===== config.mk =====
export PLATFORM = sky130hd
export DESIGN_NAME = gps_divider
export DESIGN_NICKNAME = d
export VERILOG_FILES = /design/src/hdl/gps_pkg.sv /design/src/hdl/gps_divider.sv
export SDC_FILE = /design/constraint.sdc
export NUM_CORES = 1
export LEC_CHECK = 0
export BUFFER_PORTS_ARGS = -buffer_cell sky130_fd_sc_hd__buf_2
export CORE_MARGIN = 4
export CORE_UTILIZATION = 30
export DETAILED_ROUTE_END_ITERATION = 10
export PLACE_DENSITY = 0.48
export SYNTH_ARGS = -nofsm -noshare
export SYNTH_HDL_FRONTEND = slang
export SYNTH_SLANG_ARGS = --single-unit
export TNS_END_PERCENT = 50

===== constraint.sdc =====
create_clock -name clock -period 5.6 [get_ports clock]
set_input_delay 0.56 -clock clock [delete_from_list [all_inputs] [get_ports clock]]
set_output_delay 0.56 -clock clock [all_outputs]
set_load 0.02 [all_outputs]

===== src/hdl/gps_pkg.sv =====
// Shared constants, codes and inter-module structs for the parent selector.
// Used by every file of the block by scoped names; depends on nothing.
package gps_pkg;

   localparam int MAX_POPULATION = 1024;
   localparam int IDX_W          = $clog2(MAX_POPULATION);
   localparam int POP_W          = $clog2(MAX_POPULATION + 1);
   localparam int COST_W         = 32;
   localparam int TOTAL_W        = 42;
   localparam int RND_W          = 31;
   localparam int CSR_IDX_W      = 2;
   localparam int CSR_DATA_W     = 11;
   localparam int DIV_STEPS      = RND_W;
   localparam int DIV_CNT_W      = $clog2(DIV_STEPS);

   typedef enum logic {
      OP_WRITE = 1'b0,
      OP_DRAW  = 1'b1
   } op_type;

   typedef enum logic [1:0] {
      MODE_ROULETTE   = 2'd0,
      MODE_TOURNAMENT = 2'd1,
      MODE_RANDOM     = 2'd2,
      MODE_TRUNCATE   = 2'd3
   } mode_type;

   typedef enum logic [CSR_IDX_W-1:0] {
      REG_MODE    = 2'd0,
      REG_POP     = 2'd1,
      REG_CONTEST = 2'd2,
      REG_KEEP    = 2'd3
   } reg_index_type;

   typedef struct packed {
      logic              en;
      logic [IDX_W-1:0]  addr;
      logic [COST_W-1:0] data;
   } ram_wr_type;

   typedef struct packed {
      logic               start;
      logic [RND_W-1:0]   dividend;
      logic [TOTAL_W-1:0] divisor;
   } div_cmd_type;

   typedef struct packed {
      logic             done;
      logic [RND_W-1:0] remainder;
   } div_rsp_type;

endpackage


===== src/hdl/gps_divider.sv =====
// Restoring remainder unit, one dividend bit per cycle.
// Depends on gps_pkg for widths and command/response structs.
module gps_divider (
   input  logic                 clock,
   input  logic                 reset,
   input  gps_pkg::div_cmd_type cmd,
   output gps_pkg::div_rsp_type rsp
);

   logic                              busy_ff, busy_in;
   logic                              done_ff, done_in;
   logic [gps_pkg::DIV_CNT_W-1:0]     step_ff, step_in;
   logic [gps_pkg::RND_W-1:0]         dvd_ff, dvd_in;
   logic [gps_pkg::RND_W-1:0]         rem_ff, rem_in;
   logic [gps_pkg::TOTAL_W-1:0]       dvs_ff, dvs_in;
   logic [gps_pkg::RND_W:0]           shifted;
   logic [gps_pkg::TOTAL_W:0]         trial;

   always_comb begin
      busy_in = busy_ff;
      done_in = 1'b0;
      step_in = step_ff;
      dvd_in  = dvd_ff;
      rem_in  = rem_ff;
      dvs_in  = dvs_ff;
      shifted = {rem_ff, dvd_ff[gps_pkg::RND_W-1]};
      trial   = {{(gps_pkg::TOTAL_W - gps_pkg::RND_W){1'b0}}, shifted}
                - {1'b0, dvs_ff};
      if (cmd.start) begin
         busy_in = 1'b1;
         step_in = '0;
         dvd_in  = cmd.dividend;
         rem_in  = '0;
         dvs_in  = cmd.divisor;
      end else if (busy_ff) begin
         dvd_in = {dvd_ff[gps_pkg::RND_W-2:0], 1'b0};
         // partial remainder never exceeds the partial dividend, so it fits RND_W
         rem_in = trial[gps_pkg::TOTAL_W] ? shifted[gps_pkg::RND_W-1:0]
                                          : trial[gps_pkg::RND_W-1:0];
         step_in = step_ff + gps_pkg::DIV_CNT_W'(1);
         if (step_ff == gps_pkg::DIV_CNT_W'(gps_pkg::DIV_STEPS - 1)) begin
            busy_in = 1'b0;
            done_in = 1'b1;
         end
      end
   end

   always_ff @(posedge clock) begin
      step_ff <= step_in;
      dvd_ff  <= dvd_in;
      rem_ff  <= rem_in;
      dvs_ff  <= dvs_in;
      if (reset) begin
         busy_ff <= 1'b0;
         done_ff <= 1'b0;
      end else begin
         busy_ff <= busy_in;
         done_ff <= done_in;
      end
   end

   assign rsp.done      = done_ff;
   assign rsp.remainder = rem_ff;

endmodule


==> flow_metrics.tcl <==
set metrics [dict create \
    drtIter0Drc 322 \
    clock_path_buffers 2 \
    grt_pass1_vias 4949 \
    avgSynthCellArea_um2 10.4 \
    internal-power_uw 1480 \
    crit_path_top_delay_cell "o21ai_2" \
    p_sw_frac 0.293 \
    clkPwrFrac 0.339 \
    setup_viol 0 \
    critPathKind "flop to flop" \
    grt_pass1_wl_um 26200 \
    fill_cells 2137 \
    synth_ff_type "edfxtp_1" \
    critPathMaxStageDelay_ns 0.78 \
    syn_nets 707 \
    ctsResizeCount 0 \
    hold_viol_final 0 \
    area_growth_pct 17.6 \
    p_comb_frac 0.192 \
    fmax_mhz 263 \
    wirelength_um 15900 \
    worstPathArrival_ns 4.07 \
    mostFrequentLayoutCell "buf_2" \
    cts.clk_slew.worst_paths_ns 0.08 \
    num_rows 52 \
    final_nets 801 \
    fin_crit_ns 3.80 \
    dpl.hpwl_um 11800 \
    p_leak_uw 0.00307 \
    design.core.area_mm2 0.0203 \
    io_pins 108 \
    hold_class "input port to flop" \
    total_power_uw 2090 \
    drive_gt1_frac 0.252 \
    path_max_fanout 22 \
    required_ns 5.87 \
    die_area_mm2 0.0231 \
    cts_buffers 9 \
    synth_seq_area_share 0.475 \
    slew_viol_final 0 \
    start_util 0.306 \
    route.detailed.drc 0 \
    ys.warnings.count 0 \
    drtPass1Iterations 5 \
    maxCapViolCount 0 \
    viasPerCell 4.93 \
    cts_tree "done" \
    die_x_um 152 \
    netlist_instances 596 \
    post_cts.repair.setup_buffers 0 \
    p_sw_uw 611 \
    htree_levels 3 \
    final_cells 965 \
    ys_types 64 \
    setup_tns_ns 0 \
    chipHeight_um 152 \
    dp.cells 949 \
    timing.final.crit_share 0.678 \
    root_buffer "clkbuf_16" \
    synth_area_mm2 0.00621 \
    final_cell_mix "buf_2 (106), edfxtp_1 (73), nor2_1 (57), inv_1 (45), a21oi_1 (38)" \
    grt-ovfl-total 0 \
    relSlewSlack 0.206 \
    num_vias 4762 \
    synth_edf_count 73 \
    num_antenna_cells 0 \
    grt_antenna_before_repair 1 \
    cp-start-kind "flop" \
    track_usage 0.138 \
    path_cells "inv_1, ha_1, inv_1, fa_1, a211oi_1, o21ba_2, o22ai_1, o311a_1, o21ai_2, inv_2, mux2i_1, a211oi_1" \
    fin_skew_ns 0.00968 \
    p_seq_frac 0.469 \
    power.density_mw_per_mm2 286 \
    peakVddDrop_mv 0.128 \
    status "completed" \
    wire_per_inst_um 16.5 \
    ys_seq_elements 111 \
    worst_pin_slew_ns 1.19 \
    worstSkewPairLatency_ns 0.36 \
    grt_start_max_net_pins 65 \
    final_util 0.360 \
    rsz0062_at_grt "false" \
    hold_buffers 0 \
    port_buffers 107 \
    synthArstFlopShare 0 \
    gp_congestion 0.828 \
    antenna_left 0 \
    endpoint_kind "flop" \
    clock-sinks 111 \
]
-- routing by layer --
layer  track usage  vias up  part of all wire
met5             0        -           0.00082
met4        0.0283        2            0.0090
met3        0.0370       14             0.048
met2         0.228       94              0.49
met1         0.182     2264              0.45
li1              -     2388                 -
-- cells by family (layout without fill, tap and decap cells) --
logic type               Yosys count  after routing  share of synthesized area
AO/OA/AOI/OAI                    161            161                      0.184
XOR/XNOR                          28             28                     0.0395
adder cells (fa/ha/maj)           35             35                     0.0717
buffers and inverters             73            172                     0.0493
flip-flops                       111            111                      0.475
multiplexers                      35             35                     0.0624
AND/OR/NAND/NOR                  153            153                      0.117
-- power by group through the flow --
stage                     clock (µW)  sequential [µW]  combinational, µW
after floorplan                    0             1000                273
after global placement             0              998                397
after detailed placement           0             1000                401
after CTS                        738              982                404
after global routing             775              989                448
final                            708              979                400
-- Yosys cell counts (4+ instances only) --
cell type | n | share of area
nor3_1 | 14 | 0.011
nand2_1 | 33 | 0.020
a211oi_1 | 21 | 0.025
or3_1 | 4 | 0.0040
and3_1 | 6 | 0.0060
dfxtp_1 | 38 | 0.12
buf_2 | 5 | 0.0040
nand2b_1 | 4 | 0.0040
a21o_1 | 13 | 0.016
clkbuf_1 | 18 | 0.011
a21oi_1 | 38 | 0.031
o21a_1 | 4 | 0.0048
o211ai_1 | 7 | 0.0085
inv_1 | 45 | 0.027
o22ai_1 | 4 | 0.0040
o21ai_0 | 26 | 0.021
nor2b_1 | 4 | 0.0040
nor4_1 | 4 | 0.0040
mux2i_1 | 5 | 0.0081
xnor2_1 | 13 | 0.018
nand3_1 | 6 | 0.0048
xor2_1 | 15 | 0.021
a211oi_2 | 8 | 0.016
edfxtp_1 | 73 | 0.35
nand4_1 | 9 | 0.0091
o21bai_1 | 4 | 0.0048
mux2_2 | 30 | 0.054
a31oi_1 | 5 | 0.0050
nor2_1 | 57 | 0.034
ha_1 | 34 | 0.068
-- worst paths after layout --
| path | from | endpoint | slack [ns] | depth (start not counted) |
|---|---|---|---|---|
| max | dvd_ff[30] | rem_ff[27] | 1.80 | 12 |
| min | reset | busy_ff | 0.37 | 2 |
| max reg2reg | dvd_ff[30] | rem_ff[27] | 1.80 | 12 |
| min reg2reg | step_ff[4] | done_ff | 0.51 | 2 |
-- area by class of cell --
cell class | instances | area, µm² | area share
repair buffers | 110 | 561 | 0.0767
flip-flops and latches | 111 | 2950 | 0.404
clock buffers | 9 | 225 | 0.0308
multi-input cells | 412 | 2950 | 0.404
clock inverters | 7 | 105 | 0.0144
inverters | 46 | 173 | 0.0236
well taps | 270 | 338 | 0.0462
-- flip-flops by register name, indices dropped and copies added, names as in the netlist --
signal	cells
dvs_ff	42
dvd_ff	31
rem_ff	31
step_ff	5
busy_ff	1
done_ff	1
-- metrics by stage --
stage	worst slack (ns)	hold WS, ns	instance area, µm²
after floorplan	2.78	0.465	6210
after global placement	1.90	0.482	6980
after detailed placement	1.81	0.497	6980
after CTS	1.78	0.341	7310
after global routing	1.40	0.342	7310
final	1.80	0.366	7310
-- worst max-delay path: cells and delay by family (launching register included) --
family,cells,cell delay (ns)
buf+inv,3,0.44
compound gates,6,2.11
fa+ha+maj,2,0.56
flops,1,0.39
mux,1,0.19
Note: power is estimated with default switching activity, not from simulation.
